File: src/mbtcp_pkg.sv
// shared types and constants of the modbus tcp holding register server
`timescale 1ns / 1ps
package mbtcp_pkg;

    localparam logic [7:0] FC_READ       = 8'h03;
    localparam logic [7:0] FC_WRITE_ONE  = 8'h06;
    localparam logic [7:0] FC_WRITE_MANY = 8'h10;
    localparam logic [7:0] EXC_FUNCTION  = 8'h01;
    localparam logic [7:0] EXC_ADDRESS   = 8'h02;
    localparam logic [7:0] EXC_FLAG      = 8'h80;
    localparam logic [7:0] BROADCAST_ID  = 8'hFF;
    localparam logic [7:0] UNIT_RESET    = 8'h01;
    localparam int         HDR_BYTES     = 13;
    localparam logic [8:0] MIN_FRAME     = 9'd8;
    localparam logic [8:0] QTY_FRAME     = 9'd12;
    localparam logic [8:0] LEN_MAX       = 9'd511;
    localparam logic [8:0] WM_DATA_START = 9'd13;
    localparam logic [3:0] TX_SHORT      = 4'd9;
    localparam logic [3:0] TX_LONG       = 4'd12;

    typedef enum logic [3:0] {
        S_RX,
        S_DEC,
        S_HDR,
        S_RD_REQ,
        S_RD_CAP,
        S_RD_HI,
        S_RD_LO,
        S_WM_RDHI,
        S_WM_RDLO,
        S_WM_WR
    } t_state;

    typedef enum logic [1:0] {
        K_READ,
        K_WRITE,
        K_EXC
    } t_kind;

endpackage

File: src/mbtcp_ram.sv
// generic single write port ram with registered read
`timescale 1ns / 1ps
module mbtcp_ram #(
    parameter int WIDTH = 8,
    parameter int DEPTH = 64
) (
    input  logic                                       i_clk,
    input  logic                                       i_we,
    input  logic [((DEPTH > 1) ? $clog2(DEPTH) : 1)-1:0] i_waddr,
    input  logic [WIDTH-1:0]                           i_wdata,
    input  logic [((DEPTH > 1) ? $clog2(DEPTH) : 1)-1:0] i_raddr,
    output logic [WIDTH-1:0]                           o_rdata
);

    logic [WIDTH-1:0] r_mem [DEPTH];

    always_ff @(posedge i_clk) begin
        if (i_we) begin
            r_mem[i_waddr] <= i_wdata;
        end
        o_rdata <= r_mem[i_raddr];
    end

endmodule

File: src/modbus_tcp_holding_register_server_unit.sv
// top level: modbus tcp holding register server
// channel | dir | tdata             | tlast
// s       | in  | rx_byte [7:0]     | rx_last
// m       | out | tx_byte [7:0]     | tx_last
// cfg     | in  | unit_address[7:0] | -
// one request byte per cycle; after the last byte a decode state, then the response
// header bytes; each register read passes the holding ram read, capture and two
// byte states; write multiple reads two frame ram bytes, then writes, per register.
// no request byte is taken while a response is built; output stalls hold the fsm.
// reset clears the holding registers through per-entry valid bits, no sweep.
`timescale 1ns / 1ps
module modbus_tcp_holding_register_server_unit #(
    parameter int HOLDING_DEPTH = 16,
    parameter int FRAME_BYTES   = 64
) (
    input  logic       i_clk,
    input  logic       i_rst_n,
    input  logic       i_s_tvalid,
    output logic       o_s_tready,
    input  logic [7:0] i_s_tdata,   // rx_byte
    input  logic       i_s_tlast,
    output logic       o_m_tvalid,
    input  logic       i_m_tready,
    output logic [7:0] o_m_tdata,   // tx_byte
    output logic       o_m_tlast,
    input  logic       i_cfg_wr_en,
    input  logic [7:0] i_cfg_wr_data
);

    localparam int HA = (HOLDING_DEPTH > 1) ? $clog2(HOLDING_DEPTH) : 1;
    localparam int CW = $clog2(HOLDING_DEPTH + 1);
    localparam int FW = $clog2(FRAME_BYTES);

    mbtcp_pkg::t_state r_state, n_state;
    mbtcp_pkg::t_kind  r_kind, n_kind;

    logic [7:0]  r_unit;
    logic [8:0]  r_len, n_len;
    logic [7:0]  r_hdr [mbtcp_pkg::HDR_BYTES];
    logic [7:0]  hb [mbtcp_pkg::HDR_BYTES];
    logic [3:0]  r_k, n_k;
    logic [3:0]  r_tx_n, n_tx_n;
    logic [7:0]  r_exc, n_exc;
    logic [HA-1:0] r_ptr, n_ptr;
    logic [CW-1:0] r_cnt, n_cnt;
    logic [8:0]  r_fidx, n_fidx;
    logic        r_fok, n_fok;
    logic        r_hvq, n_hvq;
    logic [7:0]  r_hi, n_hi;
    logic [15:0] r_word, n_word;
    logic [HOLDING_DEPTH-1:0] r_hvalid;

    logic        in_acc;
    logic        f_we;
    logic [7:0]  f_rdata;
    logic        h_we;
    logic [HA-1:0] h_waddr;
    logic [15:0] h_wdata, h_rdata;
    logic        emit, emit_last, out_free;
    logic [7:0]  emit_byte, resp;
    logic [15:0] addr, qty;
    logic [6:0]  wcount;
    logic [7:0]  fc;
    logic [7:0]  f_masked;

    mbtcp_ram #(.WIDTH(8), .DEPTH(FRAME_BYTES)) u_frame (
        .i_clk   (i_clk),
        .i_we    (f_we),
        .i_waddr (r_len[FW-1:0]),
        .i_wdata (i_s_tdata),
        .i_raddr (r_fidx[FW-1:0]),
        .o_rdata (f_rdata)
    );

    mbtcp_ram #(.WIDTH(16), .DEPTH(HOLDING_DEPTH)) u_hold (
        .i_clk   (i_clk),
        .i_we    (h_we),
        .i_waddr (h_waddr),
        .i_wdata (h_wdata),
        .i_raddr (r_ptr),
        .o_rdata (h_rdata)
    );

    assign o_s_tready = (r_state == mbtcp_pkg::S_RX);
    assign in_acc     = i_s_tvalid && o_s_tready;
    assign f_we       = in_acc && (r_len < 9'(FRAME_BYTES));
    assign out_free   = !o_m_tvalid || i_m_tready;
    assign f_masked   = r_fok ? f_rdata : 8'h00;

    always_comb begin
        for (int i = 0; i < mbtcp_pkg::HDR_BYTES; i++) begin
            hb[i] = (9'(i) < r_len) ? r_hdr[i] : 8'h00;
        end
    end

    assign fc     = hb[7];
    assign addr   = {hb[8], hb[9]};
    assign qty    = (r_len >= mbtcp_pkg::QTY_FRAME) ? {hb[10], hb[11]} : 16'h0000;
    assign wcount = hb[12][7:1];

    always_comb begin
        case (r_k)
            4'd4: resp = 8'h00;
            4'd5: begin
                case (r_kind)
                    mbtcp_pkg::K_EXC:  resp = 8'd3;
                    mbtcp_pkg::K_READ: resp = 8'(r_tx_n) + 8'({r_cnt, 1'b0}) - 8'd6;
                    default:           resp = 8'd6;
                endcase
            end
            4'd7: resp = (r_kind == mbtcp_pkg::K_EXC) ? (hb[7] | mbtcp_pkg::EXC_FLAG) : hb[7];
            4'd8: begin
                case (r_kind)
                    mbtcp_pkg::K_EXC:  resp = r_exc;
                    mbtcp_pkg::K_READ: resp = 8'({r_cnt, 1'b0});
                    default:           resp = hb[8];
                endcase
            end
            default: resp = (r_k < 4'(mbtcp_pkg::HDR_BYTES)) ? hb[r_k] : 8'h00;
        endcase
    end

    always_comb begin
        n_state   = r_state;
        n_kind    = r_kind;
        n_len     = r_len;
        n_k       = r_k;
        n_tx_n    = r_tx_n;
        n_exc     = r_exc;
        n_ptr     = r_ptr;
        n_cnt     = r_cnt;
        n_fidx    = r_fidx;
        n_fok     = r_fok;
        n_hvq     = r_hvq;
        n_hi      = r_hi;
        n_word    = r_word;
        emit      = 1'b0;
        emit_byte = 8'h00;
        emit_last = 1'b0;
        h_we      = 1'b0;
        h_waddr   = r_ptr;
        h_wdata   = {r_hi, f_masked};
        case (r_state)
            mbtcp_pkg::S_RX: begin
                if (in_acc) begin
                    if (r_len != mbtcp_pkg::LEN_MAX) begin
                        n_len = r_len + 9'd1;
                    end
                    if (i_s_tlast) begin
                        n_state = mbtcp_pkg::S_DEC;
                    end
                end
            end
            mbtcp_pkg::S_DEC: begin
                n_k    = 4'd0;
                n_exc  = mbtcp_pkg::EXC_ADDRESS;
                n_kind = mbtcp_pkg::K_EXC;
                n_tx_n = mbtcp_pkg::TX_SHORT;
                n_state = mbtcp_pkg::S_HDR;
                n_cnt  = '0;
                n_ptr  = addr[HA-1:0];
                n_fidx = mbtcp_pkg::WM_DATA_START;
                if (r_len < mbtcp_pkg::MIN_FRAME ||
                    (hb[6] != r_unit && hb[6] != mbtcp_pkg::BROADCAST_ID)) begin
                    n_state = mbtcp_pkg::S_RX;
                    n_len   = 9'd0;
                end else begin
                    case (fc)
                        mbtcp_pkg::FC_READ: begin
                            if ({1'b0, addr} + {1'b0, qty} <= 17'(HOLDING_DEPTH)) begin
                                n_kind = mbtcp_pkg::K_READ;
                                n_cnt  = CW'(qty);
                            end
                        end
                        mbtcp_pkg::FC_WRITE_ONE: begin
                            if ({1'b0, addr} < 17'(HOLDING_DEPTH)) begin
                                n_kind  = mbtcp_pkg::K_WRITE;
                                n_tx_n  = mbtcp_pkg::TX_LONG;
                                h_we    = 1'b1;
                                h_waddr = addr[HA-1:0];
                                h_wdata = {hb[10], hb[11]};
                            end
                        end
                        mbtcp_pkg::FC_WRITE_MANY: begin
                            if ({1'b0, addr} + 17'(wcount) <= 17'(HOLDING_DEPTH)) begin
                                n_kind = mbtcp_pkg::K_WRITE;
                                n_tx_n = mbtcp_pkg::TX_LONG;
                                n_cnt  = CW'(wcount);
                                if (wcount != 7'd0) begin
                                    n_state = mbtcp_pkg::S_WM_RDHI;
                                end
                            end
                        end
                        default: begin
                            n_exc = mbtcp_pkg::EXC_FUNCTION;
                        end
                    endcase
                end
            end
            mbtcp_pkg::S_WM_RDHI: begin
                n_fok   = (r_fidx < r_len) && (r_fidx < 9'(FRAME_BYTES));
                n_fidx  = r_fidx + 9'd1;
                n_state = mbtcp_pkg::S_WM_RDLO;
            end
            mbtcp_pkg::S_WM_RDLO: begin
                n_hi    = f_masked;
                n_fok   = (r_fidx < r_len) && (r_fidx < 9'(FRAME_BYTES));
                n_fidx  = r_fidx + 9'd1;
                n_state = mbtcp_pkg::S_WM_WR;
            end
            mbtcp_pkg::S_WM_WR: begin
                h_we  = 1'b1;
                n_ptr = r_ptr + HA'(1);
                n_cnt = r_cnt - CW'(1);
                n_state = (r_cnt == CW'(1)) ? mbtcp_pkg::S_HDR : mbtcp_pkg::S_WM_RDHI;
            end
            mbtcp_pkg::S_HDR: begin
                if (out_free) begin
                    emit      = 1'b1;
                    emit_byte = resp;
                    emit_last = (r_k == r_tx_n - 4'd1) &&
                                !(r_kind == mbtcp_pkg::K_READ && r_cnt != '0);
                    n_k = r_k + 4'd1;
                    if (r_k == r_tx_n - 4'd1) begin
                        if (emit_last) begin
                            n_state = mbtcp_pkg::S_RX;
                            n_len   = 9'd0;
                        end else begin
                            n_state = mbtcp_pkg::S_RD_REQ;
                        end
                    end
                end
            end
            mbtcp_pkg::S_RD_REQ: begin
                n_hvq   = r_hvalid[r_ptr];
                n_state = mbtcp_pkg::S_RD_CAP;
            end
            mbtcp_pkg::S_RD_CAP: begin
                n_word  = r_hvq ? h_rdata : 16'h0000;
                n_state = mbtcp_pkg::S_RD_HI;
            end
            mbtcp_pkg::S_RD_HI: begin
                if (out_free) begin
                    emit      = 1'b1;
                    emit_byte = r_word[15:8];
                    n_state   = mbtcp_pkg::S_RD_LO;
                end
            end
            mbtcp_pkg::S_RD_LO: begin
                if (out_free) begin
                    emit      = 1'b1;
                    emit_byte = r_word[7:0];
                    emit_last = (r_cnt == CW'(1));
                    n_ptr     = r_ptr + HA'(1);
                    n_cnt     = r_cnt - CW'(1);
                    if (r_cnt == CW'(1)) begin
                        n_state = mbtcp_pkg::S_RX;
                        n_len   = 9'd0;
                    end else begin
                        n_state = mbtcp_pkg::S_RD_REQ;
                    end
                end
            end
            default: begin
                n_state = mbtcp_pkg::S_RX;
            end
        endcase
    end

    always_ff @(posedge i_clk) begin
        if (!i_rst_n) begin
            r_state    <= mbtcp_pkg::S_RX;
            r_len      <= 9'd0;
            r_unit     <= mbtcp_pkg::UNIT_RESET;
            r_hvalid   <= '0;
            o_m_tvalid <= 1'b0;
        end else begin
            r_state <= n_state;
            r_len   <= n_len;
            if (i_cfg_wr_en) begin
                r_unit <= i_cfg_wr_data;
            end
            if (h_we) begin
                r_hvalid[h_waddr] <= 1'b1;
            end
            if (emit) begin
                o_m_tvalid <= 1'b1;
            end else if (i_m_tready) begin
                o_m_tvalid <= 1'b0;
            end
        end
    end

    always_ff @(posedge i_clk) begin
        r_kind <= n_kind;
        r_k    <= n_k;
        r_tx_n <= n_tx_n;
        r_exc  <= n_exc;
        r_ptr  <= n_ptr;
        r_cnt  <= n_cnt;
        r_fidx <= n_fidx;
        r_fok  <= n_fok;
        r_hvq  <= n_hvq;
        r_hi   <= n_hi;
        r_word <= n_word;
        if (in_acc && r_len < 9'(mbtcp_pkg::HDR_BYTES)) begin
            r_hdr[r_len[3:0]] <= i_s_tdata;
        end
        if (emit) begin
            o_m_tdata <= emit_byte;
            o_m_tlast <= emit_last;
        end
    end

    assert property (@(posedge i_clk) disable iff (!i_rst_n)
        (in_acc && i_s_tlast) |=> (r_state == mbtcp_pkg::S_DEC))
        else $error("last request item did not start decode");

    assert property (@(posedge i_clk) disable iff (!i_rst_n)
        (r_state == mbtcp_pkg::S_WM_WR) |-> (r_cnt != '0))
        else $error("register write with no count left");

    assert property (@(posedge i_clk) disable iff (!i_rst_n)
        emit |-> (r_state != mbtcp_pkg::S_RX && r_state != mbtcp_pkg::S_DEC))
        else $error("response item emitted outside response states");

    assert property (@(posedge i_clk) disable iff (!i_rst_n)
        (o_m_tvalid && !i_m_tready) |=>
            (o_m_tvalid && $stable(o_m_tdata) && $stable(o_m_tlast)))
        else $error("response item changed while stalled");

endmodule
File: config.mk
export PLATFORM = sky130hd
export DESIGN_NAME = modbus_tcp_holding_register_server_unit
export DESIGN_NICKNAME = d
export VERILOG_FILES = /design/src/mbtcp_pkg.sv /design/src/mbtcp_ram.sv /design/src/modbus_tcp_holding_register_server_unit.sv
export SDC_FILE = /design/constraint.sdc
export NUM_CORES = 1
export LEC_CHECK = 0
export ABC_AREA = 1
export BUFFER_PORTS_ARGS = -buffer_cell sky130_fd_sc_hd__buf_2
export CAP_MARGIN = 20
export CORE_AREA = 2 2 338 340
export DETAILED_ROUTE_END_ITERATION = 8
export DIE_AREA = 0 0 340 342
export GPL_TIMING_DRIVEN = 0
export SYNTH_ARGS = -nofsm -noshare
export SYNTH_HDL_FRONTEND = slang
export SYNTH_HIERARCHICAL = 1
export SYNTH_SLANG_ARGS = --single-unit
File: constraint.sdc
create_clock -name i_clk -period 3.4 [get_ports i_clk]
set_input_delay 0.51 -clock i_clk [delete_from_list [all_inputs] [get_ports i_clk]]
set_output_delay 0.51 -clock i_clk [all_outputs]
set_load 0.005 [all_outputs]
# After elaboration in Yosys (flattened, before gate mapping)
# Memory sizes are Yosys's and may differ from the RTL's. A register that Yosys moved wholly into a read port is not among the register bits.
# Cells that the tools add are included.
word_totals:
  regBits: 109
  mem_bits_rw: 872
  in_bits: 22
  output_inout_bits: 11
  wordCells: 218
  memories: 3
mem_list:
  columns: ["memory", "words", "word_bits", "rd", "rd_clocked_by_memory_dff", "wr", "line", "source"]
  rows:
  - ["u_frame.r_mem", 64, 8, 1, 1, 1, "mbtcp_ram.sv:15", "logic [WIDTH-1:0] r_mem [DEPTH];"]
  - ["u_hold.r_mem", 16, 16, 1, 1, 1, "mbtcp_ram.sv:15", null]
  - ["r_hdr", 13, 8, 13, 0, 1, "modbus_tcp_holding_register_server_unit.sv:39", "logic [7:0] r_hdr [mbtcp_pkg::HDR_BYTES];"]
classes:
  n_addsub: 10
  magnitude_cmp: 27
  n_eq_ne: 32
  n_mux: 98
  n_bitwise: 2
  reduce_logical: 28
ops:
  columns: ["op", "count"]
  rows:
  - ["8-bit two-way mux", 21]
  - ["16-bit two-way mux", 5]
  - ["9-bit two-way mux", 8]
  - ["4-bit two-way mux", 12]
  - ["4-bit by 9-bit less-than comparator with 1-bit output (first input constant)", 5]
  - ["4-bit case mux with 10 select lines", 1]
  - ["3-bit by 9-bit less-than comparator with 1-bit output (first input constant)", 4]
  - ["9-bit case mux with 4 select lines", 1]
  - ["17-bit by 5-bit less-or-equal comparator with 1-bit output (second input constant)", 2]
  - ["8-bit binary-select mux with 4-bit select", 1]
  - ["8-bit case mux with 2 select lines", 2]
  - ["8-bit case mux with 4 select lines", 1]
  - ["4-bit by 3-bit == test with 1-bit output (second input constant)", 7]
  - ["8-bit case mux with 3 select lines", 1]
  - ["3-bit two-way mux", 7]
  - ["5-bit two-way mux", 4]
  - ["9-bit by 1-bit adder with 9-bit output (second input constant)", 2]
  - ["1-bit by 9-bit less-than comparator with 1-bit output (first input constant)", 2]
  - ["2-bit by 9-bit less-than comparator with 1-bit output (first input constant)", 2]
  - ["9-bit by 4-bit less-than comparator with 1-bit output (second input constant)", 2]
  - ["9-bit by 7-bit less-than comparator with 1-bit output (second input constant)", 2]
  - ["9-bit case mux with 2 select lines", 1]
  - ["16-bit by 16-bit adder with 17-bit output", 1]
  - ["16-bit by 7-bit adder with 17-bit output", 1]
  - ["54 further kinds", 102]

# Longest topological paths before layout
depth:
  depth_word: 12
  depth_mapped: 29
  ltp_nobuf: 29

# Hierarchy
# The synthesis kept the hierarchy.
by_module_without_submodules:
  columns: ["mod", "instances", "cells_per_inst", "area_each_um2", "seq_area_each_um2"]
  rows:
  - ["mbtcp_ram (u_frame)", 1, 1822, 21291.7, 15534.9]
  - ["modbus_tcp_holding_register_server_unit", 1, 1469, 12072.8, 5775.5]
  - ["mbtcp_ram (u_hold)", 1, 1074, 11380.9, 8007.7]

# Worst setup path after synthesis
# No wires, ideal clock.
synth_path:
  path_type: "register to register"
  start: "register r_len[0]"
  end: "register r_tx_n[0] (data pin)"
  setup_time_ns: 0.273
  arrival_time_ns: 3.286
  required_time_ns: 3.127
  path_slack_ns: -0.158
  path_stages_with_launch: 25
  path_buffers: 0
  synth_period_minus_slack_ns: 3.558
  path_cell_list: "dfxtp_1 clkinv_1 a21oi_1 a21oi_1 nor2_1 ha_1 inv_1 fa_1 nand3b_1 nand2_1 nand3_1 nand2_1 nand2_1 nand2_1 nand2_1 nor2_1 nand2_1 nand2_1 nand2_1 inv_1 nand2_1 nor2_1 inv_2 nor2_4 o21ai_1"
synth_between:
  elab_chain_cells: 6
  elab_cells_between_ends: 23
  classes_between: "1 x add/sub; 8 x order compare; 4 x eq/ne; 8 x mux; 2 x reduce/logical"
synth_lines:
  columns: ["element", "line", "source"]
  rows:
  - ["start, declared", "modbus_tcp_holding_register_server_unit.sv:38", "logic [8:0] r_len, n_len;"]
  - ["start signal, assigned", "modbus_tcp_holding_register_server_unit.sv:279", "r_len <= n_len;"]
  - ["4-bit by 9-bit less-than comparator with 1-bit output", "modbus_tcp_holding_register_server_unit.sv:92", "hb[i] = (9'(i) < r_len) ? r_hdr[i] : 8'h00;"]
  - ["8-bit two-way mux", "modbus_tcp_holding_register_server_unit.sv:92", null]
  - ["16-bit by 7-bit adder with 17-bit output", "modbus_tcp_holding_register_server_unit.sv:185", "if ({1'b0, addr} + 17'(wcount) <= 17'(HOLDING_DEPTH)) begin"]
  - ["17-bit by 5-bit less-or-equal comparator with 1-bit output", "modbus_tcp_holding_register_server_unit.sv:185", null]
  - ["3-bit two-way mux", "modbus_tcp_holding_register_server_unit.sv:185", null]
  - ["3-bit case mux with 2 select lines", "modbus_tcp_holding_register_server_unit.sv:168", "case (fc)"]
  - ["end signal, assigned", "modbus_tcp_holding_register_server_unit.sv:297", "r_tx_n <= n_tx_n;"]
  - ["end, declared", "modbus_tcp_holding_register_server_unit.sv:42", "logic [3:0] r_tx_n, n_tx_n;"]
# Parallel ways exist; a longest one is shown, timed or not.
# A chain may end at the register's enable or synchronous reset.

# Final worst setup path
layout_path:
  start: "register r_len[1]"
  end: "register r_tx_n[0] (data pin)"
# Same word-level chain as after synthesis.

==> results.json <==
{
  "cp_cell_sequence": "clkinvlp_4 > a21oi_4 > a21oi_4 > nor2_4 > ha_2 > inv_2 > fa_2 > nand3b_1 > nand2_2 > nand3_2 > nand2_1 > nand2_2 > nand2_4 > buf_4 > nand2_1 > nand2_1 > nand3_1 > nor2_2 > nand2_2 > nor2_4 > inv_2 > nor2_4 > buf_6 > o21ai_4",
  "fin_skew_ns": 0.0324,
  "yosys-top-cells-area": "edfxtp_1 (63%), nand2_1 (11%), nand3_1 (8.5%)",
  "synth_compound_area_frac": 0.0339,
  "async_flop_share": 0,
  "antenna_left": 0,
  "worstPathArrival_ns": 3.95,
  "core-area_um2": 113000,
  "startpoint_type": "register",
  "status": "finished with violations",
  "grt_pass1_vias": 31200,
  "synth_nets": 4436,
  "hold_viol": 0,
  "synthXorXnorAreaFrac": 0.00489,
  "grt_pass1_wl_mm": 198,
  "ff2ff_path_depth": 24,
  "crit_required_ns": 3.83,
  "yosysWarnings": 6,
  "gp_congestion": 0.996,
  "clock-root-buffer": "clkbuf_16",
  "synth_top_cell_area_share": 0.627,
  "cp_slowest_stage_delay_ns": 0.40,
  "setup_viol": 79,
  "htree_num_levels": 3,
  "cp.depth": 24,
  "synth_top_family_by_area": "simple AND/OR/NAND/NOR gates",
  "nets": 4669,
  "portBuffers": 31,
  "leakagePower_nw": 20.2,
  "fin_util": 0.461,
  "cts_buffer_depth": 3,
  "synth-main-ff-cell": "edfxtp_1",
  "path_clk_slew_ns": 0.06,
  "dieArea_um2": 116000,
  "cp_top_family": "simple AND/OR/NAND/NOR gates",
  "yosys.cell_types.count": 59,
  "final_cell_area_um2": 52100,
  "die_width_um": 340,
  "rsz0062_at_grt": "true",
  "core.rowCount": 124,
  "yosys-mux-area-fraction": 0,
  "grt_antenna_before_repair": 0,
  "synth_top_area_cell": "edfxtp_1",
  "grt-ovfl-total": 0,
  "relSlewSlack": 0.260,
  "total_power_mw": 26.1,
  "dieHeight_um": 342,
  "clk_latency_ns": 0.70,
  "io_pins": 33,
  "drcViolationCount": 0,
  "violations": "negative setup slack",
  "numCtsBuffers": 104,
  "critPathCaptureType": "register",
  "fin_crit_ns": 3.52,
  "drtIter0Drc": 3438,
  "dp.cells": 5944,
  "cts_sinks": 997,
  "drt_pre_antenna_iters": 5,
  "hold_path_class": "in2reg",
  "synth_cells": 4365,
  "worstSetupPathType": "reg2reg",
  "drv_slew": 0,
  "ys_ff_latch": 997,
  "yosys.area_share.simple": 0.230,
  "synth_edf_count": 935,
  "start_util": 0.396,
  "synthToLayoutAreaGrowth_pct": 16.5,
  "ir_worst_vdd_v": 0.000404,
  "vias": 33000,
  "synthesis.area_um2": 44700,
  "rrSetupSlack_ns": -0.12,
  "grt_max_degree": 54,
  "clock.fmax_mhz": 284,
  "power.density_nw_per_um2": 501,
  "crit_fanout": 6,
  "post-route-period-util": 1.04,
  "whs_path_depth": 3,
  "avgSynthCellArea_um2": 10.3,
  "vias_per_cell": 5.32,
  "cts_tree": "built",
  "dp_hpwl_mm": 93.8,
  "ys_seq_area_frac": 0.655,
  "finalNonFillerCells": 6192,
  "track_usage": 0.229,
  "wl_per_cell_um": 21.8,
  "tightest_slew_ns": 1.11,
  "drt_wl_total_mm": 135,
  "slowest_stage": "dfxtp_4",
  "num_antenna_cells": 0,
  "maxCapViolations": 0,
  "critical_path_buf_inv_count": 5,
  "synth_adder_area_share": 0.0142,
  "drive_above_1_share": 0.134,
  "place_area_um2": 47500,
  "fin_ws_ns": -0.120
}
final cells by class:
cell class | count | area, µm²
Buffer | 194 | 1190
Clock buffer | 145 | 2850
Tap cell | 1512 | 1890
Clock inverter | 43 | 407
Timing Repair Buffer | 128 | 1310
Multi-Input combinational cell | 2747 | 13500
Inverter | 426 | 1630
Sequential cell | 997 | 29300
Fill cell | 10400 | 61000
synth_stat cells (11+ instances only):
cell type / n
buf_6: 29
xor2_1: 16
o211ai_1: 18
nand2_1: 1305
inv_1: 412
buf_2: 77
nor2_1: 276
a21oi_1: 60
buf_4: 29
a211oi_1: 11
dfxtp_1: 62
nand4_1: 15
clkbuf_1: 45
o21ai_0: 89
ha_1: 46
nor3_1: 27
buf_1: 13
edfxtp_1: 935
a31oi_1: 13
nand3_1: 763
cell families after synthesis:
family / count (synthesis)
DFF: 997
AOI/OAI and AO/OA: 251
xor gates and xnor gates: 25
buffers and inverters: 621
and+or+nand+nor: 2422
adders and majority gates: 49
worst paths after layout:
kind	endpoint	start
worst max-delay path	r_tx_n[0]	r_len[1]
worst min-delay path	r_unit[5]	i_cfg_wr_data[5]
worst max register to register	r_tx_n[0]	r_len[1]
worst min register to register	r_hvalid[13]	r_hvalid[13]
power breakdown:
group	switching, mW	total [mW]	internal [mW]
clock network	4.77	11.0	6.23
logic	1.17	1.60	0.436
registers	0.0509	13.5	13.5
total	5.99	26.1	20.1
tightest hold or removal path: cells and delay by family:
kind / cells / cell delay, ns
AO/OA/AOI/OAI: 2 / 0.18
buffers and inverters: 1 / 0.07
per-layer routing:
layer	global-route usage	vias up	wire [µm]
met1	0.312	15900	56800
li1	-	15300	-
met5	0	-	0
met2	0.372	1441	62900
met3	0.0325	286	10100
met4	0.0830	0	4920
per-stage QoR:
stage	hold slack [ns]	setup slack, ns	TNS, ns
after floorplan	0.427	0.0198	0
after global placement	0.439	-1.95	-883.27
after CTS	0.0553	-0.139	-21.81
final	0.0988	-0.120	-4.01
after global routing	0.0902	-0.313	-52.24
after detailed placement	0.444	-1.18	-339.86
flip-flops by register name, summed over array words and instances (netlist names), 2 cells and up:
signal           count
r_cnt                5
r_fidx               9
r_tx_n               2
r_k                  4
r_ptr                4
o_m_tdata            8
u_frame/o_rdata      8
r_state              4
u_hold/r_mem       256
r_exc                2
u_frame/r_mem      512
r_unit               8
r_kind               2
r_hi                 8
r_hvalid            16
u_hold/o_rdata      16
r_word              16
r_len                9
r_hdr              104
timing repair:
| item | in CTS | in global routing |
|---|---|---|
| resized for setup | 214 | 29 |
| pin swaps | 47 | 27 |
| setup buffers | 47 | 12 |
| cloned | 0 | 0 |
| setup endpoints to repair | 936 | 917 |
| hold endpoints to repair | 1 | 0 |
| hold buffers | 2 | 0 |
cell usage in the layout (no fill, tap or decap), types with 16 or more instances in the layout:
cell / n
nand3_1: 755
buf_6: 38
xor2_1: 16
nor3_1: 21
nor2_4: 63
nand2_2: 24
edfxtp_1: 935
inv_1: 403
nor2_1: 186
clkbuf_16: 104
buf_8: 16
o21ai_0: 71
ha_1: 44
nor2_2: 38
clkbuf_1: 74
buf_2: 100
a21oi_1: 52
buf_4: 92
nand2_1: 1277
dfxtp_1: 53
o211ai_1: 18
No activity file was read; power rests on OpenSTA's default activity.
